`src/design/rsrd_pkg.sv`:
```
package rsrd_pkg;

  localparam int unsigned MaxPositions = 64;
  localparam int unsigned ClientW      = 7;
  localparam int unsigned ReleaseW     = 20;
  localparam int unsigned ArcW         = 16;
  localparam int unsigned TimeW        = 32;
  // Sum of a 32-bit start time and a 34-bit travel term.
  localparam int unsigned CostW        = 35;
  localparam int unsigned TravelW      = 34;
  localparam int unsigned BaseW        = 33;

  typedef struct packed {
    logic [ClientW-1:0]  client_id;
    logic [ReleaseW-1:0] release_date;
    logic [ArcW-1:0]     arc_from_previous;
    logic [ArcW-1:0]     depot_to_client;
    logic [ArcW-1:0]     client_to_depot;
    logic                last_position;
  } in_item_t;

  typedef struct packed {
    logic [ClientW-1:0] client_out;
    logic [ClientW-1:0] pred_client;
    logic [ClientW-1:0] succ_client;
    logic [TimeW-1:0]   makespan;
    logic               last_result;
  } out_item_t;

  // One tour position as kept in the position memory, without the
  // position of the running maximum release date.
  typedef struct packed {
    logic [ClientW-1:0]  client;
    logic [TimeW-1:0]    prefix;
    logic [ReleaseW-1:0] max_rel;
    logic [ArcW-1:0]     out_time;
    logic [ArcW-1:0]     back_time;
  } pos_row_t;

  typedef struct packed {
    logic clear;
    logic a_en;
    logic i_zero;
  } eval_ctl_t;

  function automatic logic [TimeW-1:0] sat32(input logic [CostW-1:0] v);
    sat32 = (|v[CostW-1:TimeW]) ? '1 : v[TimeW-1:0];
  endfunction

endpackage

```
`src/design/rsrd_eval.sv`:
```
module rsrd_eval #(
  parameter int unsigned AddrW = 6
) (
  input  logic                                clk_i,
  input  logic                                rst_ni,
  input  rsrd_pkg::eval_ctl_t                 ctl_i,
  input  logic [AddrW-1:0]                    idx_i,
  input  logic [rsrd_pkg::ReleaseW-1:0]       rel_max_i,
  input  logic [rsrd_pkg::BaseW-1:0]          base_i,
  input  logic [rsrd_pkg::TimeW-1:0]          prefix_i,
  input  logic [rsrd_pkg::ArcW-1:0]           out_time_i,
  input  logic [rsrd_pkg::TimeW-1:0]          prev_best_i,
  output logic [rsrd_pkg::CostW-1:0]          best_o,
  output logic [AddrW-1:0]                    best_start_o
);

  logic [rsrd_pkg::TimeW-1:0]   rel_ext;
  logic [rsrd_pkg::TimeW-1:0]   sigma;
  logic [rsrd_pkg::TravelW-1:0] trav;
  logic [rsrd_pkg::CostW-1:0]   cost;

  logic                         va_q;
  logic [rsrd_pkg::TimeW-1:0]   sig_q;
  logic [rsrd_pkg::TravelW-1:0] trav_q;
  logic [AddrW-1:0]             idx_q;
  logic [rsrd_pkg::CostW-1:0]   best_q;
  logic [AddrW-1:0]             bs_q;

  // First stage: route start time and the travel of the route i..j.
  // The base term already holds the prefix sum at j plus the way back home.
  assign rel_ext = rsrd_pkg::TimeW'(rel_max_i);
  assign sigma   = (!ctl_i.i_zero && (prev_best_i > rel_ext)) ? prev_best_i : rel_ext;
  assign trav    = rsrd_pkg::TravelW'(base_i) - rsrd_pkg::TravelW'(prefix_i)
                 + rsrd_pkg::TravelW'(out_time_i);

  // Second stage: completion time and running minimum, lowest start on a tie.
  assign cost = rsrd_pkg::CostW'(sig_q) + rsrd_pkg::CostW'(trav_q);

  always_ff @(posedge clk_i or negedge rst_ni) begin
    if (!rst_ni) begin
      va_q <= 1'b0;
    end else begin
      va_q <= ctl_i.a_en;
    end
  end

  always_ff @(posedge clk_i) begin
    if (ctl_i.a_en) begin
      sig_q  <= sigma;
      trav_q <= trav;
      idx_q  <= idx_i;
    end
    if (ctl_i.clear) begin
      best_q <= '1;
      bs_q   <= '0;
    end else if (va_q && (cost < best_q)) begin
      best_q <= cost;
      bs_q   <= idx_q;
    end
  end

  assign best_o       = best_q;
  assign best_start_o = bs_q;

endmodule

```
`config.mk`:
```
export PLATFORM = sky130hd
export DESIGN_NAME = rsrd_eval
export DESIGN_NICKNAME = d
export VERILOG_FILES = /design/src/design/rsrd_pkg.sv /design/src/design/rsrd_eval.sv
export SDC_FILE = /design/constraint.sdc
export NUM_CORES = 1
export LEC_CHECK = 0
export ABC_AREA = 1
export ABC_CLOCK_PERIOD_IN_PS = 4790
export BUFFER_PORTS_ARGS = -buffer_cell sky130_fd_sc_hd__buf_2
export CORE_MARGIN = 2
export CORE_UTILIZATION = 40
export DETAILED_ROUTE_END_ITERATION = 8
export PLACE_DENSITY_LB_ADDON = 0.12
export SYNTH_ARGS = -nofsm -noshare
export SYNTH_HDL_FRONTEND = slang
export SYNTH_SLANG_ARGS = --single-unit
export TNS_END_PERCENT = 5
```
`constraint.sdc`:
```
create_clock -name clk_i -period 4.79 [get_ports clk_i]
set_clock_uncertainty 0.1 [all_clocks]
set_input_delay 0.7185 -clock clk_i [delete_from_list [all_inputs] [get_ports clk_i]]
set_output_delay 0.7185 -clock clk_i [all_outputs]
set_load 0.01 [all_outputs]
```
==> reports/results.tsv <==
stage	metric	value	unit
logic_synthesis	Mapped Avg Cell Area	6.73	µm²
finish	# nets final	2108	
clock_network	clk root buf	clkbuf_16	
logic_synthesis	Net Count, Synth	1917	
critical_path	Critical Path RT	5.02	ns
routing	WL/cell	13.6	µm
sta	f_max	0.241	GHz
logic_synthesis	largest area contributor in the netlist	edfxtp_1	
power_and_ir_drop	worst vdd ir	0.000239	V
global_routing	largest net degree at the start of global routing	39	
logic_synthesis	mapped cell area	10900	µm²
die	core area	26900	µm²
die	Die Y	169	µm
clock_network	clock-pin slew on the worst setup and hold paths	0.05	ns
finish	share of layout cells above drive strength 1	12.5	%
clock_network	clock sinks	114	
sta	Least-Margin Pin Slew	0.846	ns
logic_synthesis	top-area cell type share of the netlist area	19.8	%
routing	Initial DRC Count	433	
hold_path	worst min path class	reg -> reg	
critical_path	Arrival @ worst endpoint	4.39	ns
sta	setup TNS	0	ns
critical_path	Critical Path Start Type	register	
logic_synthesis	Mapped Cells	1620	
global_routing	vias in the first global route	9779	
clock_network	CTS Buf Count	17	
routing	Vias	10300	
critical_path	crit path max fanout	26	
sta	pins over their slew limit	0	
die	row cnt	60	
routing	# DRC	0	
placed_design	hpwl dp	25000	µm
placed_design	Inst Count DP	2132	
die	die area	28600	µm²
logic_synthesis	Cell variety after synth	36	
routing	drt pass-1 iters	5	
finish	n_diodes	0	
logic_synthesis	register area share after synthesis	27.6	%
critical_path	crit path capture type	register	
sta	Tmin final	4.16	ns
routing	wirelength, routed	29500	µm
clock_network	CTS tree	yes	
sta	period utilisation layout	86.7	%
finish	Final Instance Count excl. Fillers	2165	
placed_design	gpl congestion	0.911	
die	die span in x	169	µm
sta	Hold Vio Cnt, Final	0	
power_and_ir_drop	total power	5.02	mW
logic_synthesis	synth warn	0	
critical_path	CP Class	reg -> reg	
sta	Setup violations, final	0	
global_routing	initial antenna violation count	0	
global_routing	grt total ovfl	0	
power_and_ir_drop	Pwr Density	395	nW/µm²
sta	Worst slew margin	43.3	%
clock_network	Setup Buffers After CTS	0	
logic_synthesis	synthesized flop and latch total	114	
logic_synthesis	synth top area cells	edfxtp_1 (20%), nand2_1 (17%), ha_1 (16%)	
die	initial core utilization	40.5	%
clock_network	cts hold-fix bufs	1	
placed_design	Buffers on Ports	184	
die	Top Ports	185	
run	max-cap viol count	0	
status	status	complete, no violations	
power_and_ir_drop	Leak Pwr	7.31	nW
finish	Layout area overhead	16.6	%
clock_network	CTS H-tree lvls	4	
routing	routed vias/inst	4.78	
global_routing	global-route usage over all layers	20.9	%
clock_network	CTS Buffer Depth	2	
sta	RSZ-0062 raised after global routing	no	
routing	post-route antenna net violation count	0	
clock_network	worst-skew pair later-pin latency	0.42	ns
global_routing	first-pass GRT wire length	47300	µm
clock_network	post-cts sizing count	0	
## cell usage in the layout, fill, tap and decap left out, types with 2 or more instances in the layout
cell type,netlist,final
nand2_1,493,493
inv_1,326,326
buf_2,5,184
nor2_1,143,143
ha_1,136,136
nand3_1,111,111
a21oi_1,103,103
edfxtp_1,72,72
dfxtp_1,41,41
o21ai_0,40,40
xor2_1,30,30
nand4_1,19,19
fa_1,17,17
clkbuf_16,0,17
nor3_1,13,13
a21o_1,11,11
o21bai_1,9,9
and2_1,8,8
clkinv_2,0,8
buf_4,3,5
xnor2_1,4,4
nor2_2,4,3
a21boi_0,3,3
a31oi_1,3,3
o21ai_2,3,3
clkbuf_1,6,3
or2_2,2,2
nor4_1,2,2
inv_4,0,2
## Yosys cell counts
cell and instances:
edfxtp_1 72, or2_2 2, ha_1 136, xnor2_1 4, nand3b_1 1, nor4_1 2
inv_1 326, a31oi_1 3, dfrtp_1 1, nor2_2 4, nor3_1 13, and2_1 8
a21boi_0 3, nor2_1 143, o21ai_0 40, nand2_1 493, clkbuf_1 6, buf_4 3
a21oi_1 103, dfxtp_1 41, nand3_1 111, buf_6 4, o211ai_1 1, o21ai_2 3
fa_1 17, o21ai_1 1, nand2b_1 1, nand4_1 19, o21a_1 1, buf_2 5
a21o_1 11, clkinv_1 1, nand2_2 1, xor2_1 30, o21bai_1 9, and3_1 1
## state kept, by name, summed over array words and instances, names as in the netlist
signal and count:
best_start_o 6, best_o 35, trav_q 34, sig_q 32, va_q 1, idx_q 6
## logic make-up after synthesis
group | share of synthesized area [%]
DFF | 27.6
xor gates and xnor gates | 2.73
buffers and inverters | 12.3
and+or+nand+nor | 29.9
adders and majority gates | 18.7
AOI/OAI and AO/OA | 8.75
## worst paths after layout
| path | startpoint | endpoint | slack [ns] | cells after the start |
|---|---|---|---|---|
| worst max register to register | trav_q[0] | best_o[10] | 0.63 | 21 |
| max in group asynchronous | rst_ni | va_q | 3.98 | 2 |
| worst max-delay path | trav_q[0] | best_o[10] | 0.63 | 21 |
| worst min-delay path | best_start_o[5] | best_start_o[5] | 0.38 | 2 |
| worst min register to register | best_start_o[5] | best_start_o[5] | 0.38 | 2 |
| min in group asynchronous | rst_ni | va_q | 0.52 | 2 |
## cell type report
cell class / instances / area [µm²]
Inverter: 327 / 1230
Clock inverter: 12 / 90.1
Clock buffer: 20 / 437
Fill cell: 2817 / 14200
Multi-Input combinational cell: 1161 / 6550
Timing Repair Buffer: 190 / 968
Tap cell: 341 / 427
Sequential cell: 114 / 3010
## metal layers
metal,vias up,track usage (%),share of wire (%)
li1,5519,-,-
met1,4558,26.9,47
met2,222,36.4,48
met3,39,2.71,2.9
met4,0,6.65,2.3
met5,-,0,0
## stage by stage
step	cell area, µm²	hold WS [ns]	utilization [%]	setup WS, ns
after floorplan	10900	0.323	-	1.66
after global placement	12200	0.365	45.3	0.624
after detailed placement	12200	0.372	45.3	0.620
after CTS	12700	0.356	47.3	0.594
after global routing	12700	0.358	47.3	0.214
final	12700	0.379	47.3	0.635
## worst max-delay path, cell delays in order (launching register included)
cell and delay (ns):
edfxtp_1 0.34, ha_1 0.22, inv_1 0.07, fa_1 0.44
nor2_1 0.15, o21ai_1 0.07, nand2_1 0.17, nand2_1 0.08
nand2_1 0.15, nand2_1 0.10, nand2_1 0.07, nand2_1 0.05
and2_1 0.15, ha_1 0.28, a21oi_1 0.16, or2_2 0.13
nand3_1 0.08, nand3b_1 0.20, nor2_4 0.45, buf_4 0.39
nand2_1 0.10, nand3_1 0.07
## power by group
group	total [mW]	internal, mW	switching [mW]
Clock	1.15	0.703	0.448
Combinational	2.51	0.889	1.62
Sequential	1.36	1.26	0.0995
Total	5.02	2.86	2.17
Note: power is estimated with default switching activity, not from simulation.
