### config.mk
export PLATFORM = sky130hd
export DESIGN_NAME = rsrd_ram
export DESIGN_NICKNAME = d
export VERILOG_FILES = /design/src/design/rsrd_ram.sv
export SDC_FILE = /design/constraint.sdc
export NUM_CORES = 1
export LEC_CHECK = 0
export BUFFER_PORTS_ARGS = -buffer_cell sky130_fd_sc_hd__buf_4
export CORE_MARGIN = 2
export CORE_UTILIZATION = 45
export CTS_BUF_LIST = sky130_fd_sc_hd__clkbuf_8
export DETAILED_ROUTE_END_ITERATION = 8
export PLACE_DENSITY = 0.64
export SYNTH_ARGS = -nofsm -noshare
export SYNTH_HDL_FRONTEND = slang
export SYNTH_SLANG_ARGS = --single-unit
### constraint.sdc
create_clock -name clk_i -period 2 [get_ports clk_i]
set_input_delay 0.3 -clock clk_i [delete_from_list [all_inputs] [get_ports clk_i]]
set_output_delay 0.3 -clock clk_i [all_outputs]
set_load 0.02 [all_outputs]
### src/design/rsrd_ram.sv
module rsrd_ram #(
  parameter int unsigned Width = 8,
  parameter int unsigned Depth = 64
) (
  input  logic                     clk_i,
  input  logic                     we_i,
  input  logic [$clog2(Depth)-1:0] waddr_i,
  input  logic [Width-1:0]         wdata_i,
  input  logic [$clog2(Depth)-1:0] raddr_i,
  output logic [Width-1:0]         rdata_o
);

  logic [Width-1:0] mem_q [Depth];
  logic [Width-1:0] rdata_q;

  always_ff @(posedge clk_i) begin
    if (we_i) begin
      mem_q[waddr_i] <= wdata_i;
    end
    rdata_q <= mem_q[raddr_i];
  end

  assign rdata_o = rdata_q;

endmodule

==> results of run 1 <==
[Yosys cell counts, drive strengths merged, types with 6 or more instances]
cell type / instances
nor2: 83
mux2i: 23
mux4: 126
buf: 34
nand3: 13
dfxtp: 8
a221oi: 6
clkbuf: 17
o221ai: 8
nand2b: 7
nor3: 7
edfxtp: 512
nor2b: 14
nand2: 19
o22ai: 8
mux2: 13
[critical path, stage by stage, from the launching register on]
cell	delay, ns
edfxtp_1	0.38
mux4_2	0.48
mux2_2	0.29
o221a_2	0.28
nor3_2	0.25
o32ai_1	0.12
[final cells by class]
class,instances,area [um2]
clock buffers,87,1200
clock inverters,70,373
fillers,3419,20600
multi-input cells,369,4330
flip-flops and latches,520,15500
well taps,592,741
repair buffers,178,1490
[where the power goes]
| part | switching, W | leakage (nW) | internal (W) |
|---|---|---|---|
| clock network | 0.00406 | 0.897 | 0.00444 |
| registers | 0.0000441 | 4.67 | 0.0121 |
| logic | 0.000727 | 2.24 | 0.000541 |
[registers in the layout, summed over array words and instances, names as in the netlist]
register and cells:
mem_q 512, rdata_o 8
[stage by stage]
| stage | std cells | setup TNS (ns) | setup slack [ns] | hold slack [ns] |
|---|---|---|---|---|
| after detailed placement | 1659 | -2.77 | -0.397 | 0.685 |
| after global routing | 1816 | 0 | 0.0173 | 0.0369 |
| after CTS | 1816 | 0 | 0.0306 | 0.0168 |
| final | 1816 | 0 | 0.0698 | 0.0473 |
| after global placement | 1659 | -2.59 | -0.419 | 0.670 |
| after floorplan | 940 | 0 | 0.0323 | 0.399 |
[path summary, 6_finish.rpt]
| check | start | slack (ns) | to | cells past startpoint |
|---|---|---|---|---|
| worst max register to register | mem_q[21][6] | 0.07 | rdata_o[6] | 5 |
| worst max-delay path | mem_q[21][6] | 0.07 | rdata_o[6] | 5 |
| worst min-delay path | raddr_i[5] | 0.05 | rdata_o[5] | 2 |
| worst min register to register | mem_q[35][0] | 0.85 | rdata_o[0] | 4 |
[per-layer routing]
metal | part of all wire [%] | up-vias
met5 | 0 | -
met4 | 2.1 | 0
met3 | 7.5 | 58
met2 | 48 | 372
met1 | 42 | 5276
li1 | - | 4376
[cell families after synthesis]
logic type      share of synthesized area (%)
flops                                    77.0
mux                                      15.9
simple gates                             3.39
compound gates                           2.07
buf+inv                                  1.57
[what timing repair did]
action | CTS | global route
setup endpoints to repair | 2 | 0
resized for setup | 2 | 0
endpoints found under the hold margin | 0 | 0
hold buffers | 0 | 0
==> flow_summary_export.csv, run 1 <==
group,metric,value,unit
clock_tree,cts-root-to-sink-buffers,3,
layout,final_util,53.5,%
synth,synthFlopType,"edfxtp_1",
layout,nNetsFinal,1176,
global_routing,use_met3,4.58,%
pwr,finalPower,0.0219,W
sta,worst_case_clock_skew,0.0198,ns
routing,dr.first_iter.drc_count,1043,
layout,most_common_library_cell_in_the_layout_ignoring_fill_and_taps,"edfxtp_1",
pwr,static-leakage-power,7.81,nW
clock_tree,cts_tree,"yes",
synth,synth_top_cell_by_area,"edfxtp_1",
die,core_region_area,44200,um2
die,floorplan.initialDensity,45.6,%
synth,async_reset_ff_share,0,%
synth,number_of_enable_type_register_cells_in_the_synthesized_netlist,512,
critical_path,critPathMaxFanout,1,
sta,grt_setup_unrepaired,"no",
layout,share_of_cells_above_drive_strength_1,34.6,%
routing,residual_drc,0,
synth,number_of_register_bits_inferred_by_synthesis,520,
global_routing,grt_util_met1,28.3,%
global_routing,global_route.overflow_total,0,
run,cap_violations,0,
status,run_status,"complete, no violations",
routing,drt.antenna.violating_nets,0,
placement,placement.cell_area,22100,um2
layout,mostFrequentLayoutCells,"edfxtp_1, buf_4, mux4_2, clkbuf_8, nor2_1",
routing,vias,10100,
synth,syn-cell-area,20200,um2
sta,final_number_of_max_transition_violations,0,
critical_path,data_arrival_at_the_endpoint_of_the_critical_path,2.44,ns
placement,gp_routability_congestion,0.803,
die,fp.dieArea,46500,um2
layout,syn_to_final_growth,17.3,%
clock_tree,cts.htree.levels,3,
die,fp.dieW,216,um
synth,synth.yosys.seq_area_share,77.0,%
global_routing,first_pass_grt_wire_length,68200,um
synth,post_synth_num_cell_types,40,
critical_path,critical_path.startpoint_type,"flop",
routing,firstDrtPassIters,5,
sta,final.min_clock_period,1.93,ns
synth,synth.top_cell.area_share,76.2,%
layout,design_area,23700,um2
synth,postSynthAreaPerCell,21.5,um2
placement,port_buffers,29,
synth,post_synth_inst_count,940,
die,die_y,216,um
sta,clock.fmax,518,MHz
critical_path,category_of_the_worst_setup_path_capture_point,"flop",
min_path,min-delay-path-class,"in -> reg",
sta,timing.final.setup_violations,0,
placement,dp_hpwl,28800,um
synth,yosysWarningCount,0,
clock_tree,postCtsSetupBuffers,0,
routing,routed_wirelength,45400,um
global_routing,grt_pass1_vias,10500,
pwr,cellPowerDensity,924,nW/um2
global_routing,top_usage_layer,"met2",
global_routing,gr-usage-met2,31.2,%
critical_path,timing.critical_path.required,2.51,ns
synth,syn-num-nets,962,
layout,n_antenna_cell,0,
clock_tree,clk_pin_slew_worst_paths,0.06,ns
clock_tree,clock_tree.root_cell,"clkbuf_8",
die,io-pin-count,30,
global_routing,grt_max_degree,65,
synth,synth.top_cells.by_area,"edfxtp_1, mux4_2, nor2_1",
global_routing,grt_usage,20.1,%
global_routing,initial_antenna_violation_count,0,
pwr,peakVddDrop,0.421,mV
routing,routed_wire_length_per_instance,25.0,um
sta,final.period_utilization,96.5,%
sta,tightest_slew,0.750,ns
routing,drt-vias-per-instance,5.55,
clock_tree,cts_num_sinks,520,
clock_tree,cts_made_buffers,85,
sta,hold_viol_final,0,
die,fp-row-count,77,
sta,worst_slew_margin_rel,50.0,%
critical_path,critical_path_class,"reg -> reg",
clock_tree,insertion_delay,0.63,ns
Note: power is estimated with default switching activity, not from simulation.
==> run 2, diff against run 1 <==
--- a/config.mk
+++ b/config.mk
@@ -11,6 +11,7 @@
 export CTS_BUF_LIST = sky130_fd_sc_hd__clkbuf_8
 export DETAILED_ROUTE_END_ITERATION = 8
 export PLACE_DENSITY = 0.64
+export SETUP_SLACK_MARGIN = 0.1
 export SYNTH_ARGS = -nofsm -noshare
 export SYNTH_HDL_FRONTEND = slang
 export SYNTH_SLANG_ARGS = --single-unit
==> flow_summary_export.csv, run 2 (same netlist as run 1, synthesis figures left out) <==
group,metric,value,unit
layout,nNetsFinal,1166,
routing,firstDrtPassIters,5,
layout,syn_to_final_growth,16.7,%
layout,top_register,"mem_q",
layout,largest_reg_flops,512,
critical_path,category_of_the_worst_setup_path_capture_point,"flop",
clock_tree,cts.htree.levels,3,
placement,placement.cell_area,22000,um2
sta,final_number_of_max_transition_violations,0,
clock_tree,insertion_delay,0.68,ns
routing,residual_drc,0,
critical_path,timing.critical_path.required,2.54,ns
routing,routed_wire_length_per_instance,25.7,um
routing,route.met2.wl,21800,um
sta,tightest_slew,0.744,ns
critical_path,data_arrival_at_the_endpoint_of_the_critical_path,2.50,ns
routing,dr.max_layer_used,"met4",
layout,fin_cells,1801,
sta,clock.fmax,511,MHz
die,fp.dieArea,46500,um2
clock_tree,cts-root-to-sink-buffers,3,
die,core_region_area,44200,um2
pwr,static-leakage-power,7.75,nW
routing,wl_met3,3760,um
critical_path,critical_path.startpoint_type,"flop",
routing,detail_route.wirelength.met1,19600,um
die,fp-row-count,77,
placement,dp_hpwl,28600,um
layout,n_antenna_cell,0,
global_routing,grt_usage,20.3,%
pwr,cellPowerDensity,917,nW/um2
clock_tree,cts_made_buffers,81,
die,io-pin-count,30,
sta,timing.final.ws_setup,0.0449,ns
routing,drt-vias-per-instance,5.62,
placement,gp_routability_congestion,0.792,
global_routing,grt_pass1_vias,10500,
global_routing,global_route.overflow_total,0,
sta,worst_slew_margin_rel,50.4,%
die,floorplan.initialDensity,45.6,%
sta,final.period_utilization,97.8,%
placement,pre_cts_slack,-0.801,ns
run,cap_violations,0,
critical_path,critPathMaxFanout,1,
placement,post-place-cells,1653,
pwr,finalPower,0.0216,W
global_routing,first_pass_grt_wire_length,68100,um
die,fp.dieW,216,um
layout,most_common_library_cell_in_the_layout_ignoring_fill_and_taps,"edfxtp_1",
routing,dr.first_iter.drc_count,1031,
sta,hold_viol_final,0,
layout,share_of_cells_above_drive_strength_1,34.9,%
routing,routed_wirelength,46300,um
layout,mostFrequentLayoutCells,"edfxtp_1, buf_4, mux4_2, clkbuf_8, nor2_1",
sta,worst_case_clock_skew,0.0343,ns
clock_tree,postCtsSetupBuffers,0,
routing,drt.antenna.violating_nets,0,
global_routing,grt_max_degree,65,
layout,design_area,23500,um2
status,run_status,"complete, no violations",
global_routing,initial_antenna_violation_count,0,
placement,port_buffers,29,
die,die_y,216,um
clock_tree,postCtsHoldBufs,0,
clock_tree,cts_tree,"yes",
sta,final.min_clock_period,1.96,ns
sta,grt_setup_unrepaired,"yes",
clock_tree,clock_tree.root_cell,"clkbuf_8",
pwr,peakVddDrop,0.627,mV
clock_tree,cts_num_sinks,520,
critical_path,critical_path_class,"reg -> reg",
routing,vias,10100,
sta,timing.final.setup_violations,0,
min_path,min-delay-path-class,"in -> reg",
clock_tree,clk_pin_slew_worst_paths,0.06,ns
-- run 2: worst paths after layout --
| path | to | cells after the start | from | slack, ns |
|---|---|---|---|---|
| hold / removal | rdata_o[0] | 3 | raddr_i[5] | 0.05 |
| setup reg to reg | rdata_o[4] | 5 | mem_q[25][4] | 0.04 |
| setup / recovery | rdata_o[4] | 5 | mem_q[25][4] | 0.04 |
| hold reg to reg | rdata_o[0] | 4 | mem_q[23][0] | 0.81 |
-- run 2: area by class of cell --
class	instances	area, um2
clock buffers	84	1160
fillers	3384	20700
flip-flops and latches	520	15500
clock inverters	64	329
multi-input cells	369	4390
repair buffers	172	1390
well taps	592	741
-- run 2: metal layers --
metal	GRT usage [%]	vias to the layer above
li1	-	4358
met1	28.3	5267
met2	31.4	419
met3	5.64	82
met4	6.57	0
met5	0	-
-- run 2: critical path: stages, from the launching register on --
cell,delay (ns)
edfxtp_1,0.38
mux4_2,0.47
mux2_2,0.28
o221a_2,0.29
nor3_4,0.28
o32ai_2,0.12
-- run 2: timing repair --
action,4_1_cts,5_1_grt
pin swaps,3,0
endpoints found under the setup margin,6,7
resized for setup,11,4
-- run 2: power by group --
| group | internal [W] | total [W] | switching, W |
|---|---|---|---|
| sequential | 0.0121 | 0.0121 | 0.0000344 |
| clock | 0.00417 | 0.00820 | 0.00403 |
| combinational | 0.000528 | 0.00128 | 0.000751 |
| total | 0.0168 | 0.0216 | 0.00482 |
-- run 2: stage by stage --
step                hold slack [ns]  setup TNS, ns  util [%]
floorplan                     0.399              0         -
global placement              0.720          -3.49      49.7
detailed placement            0.723          -3.64      49.7
CTS                          0.0102              0      53.2
global route                 0.0477              0      53.2
finish                       0.0534              0      53.2
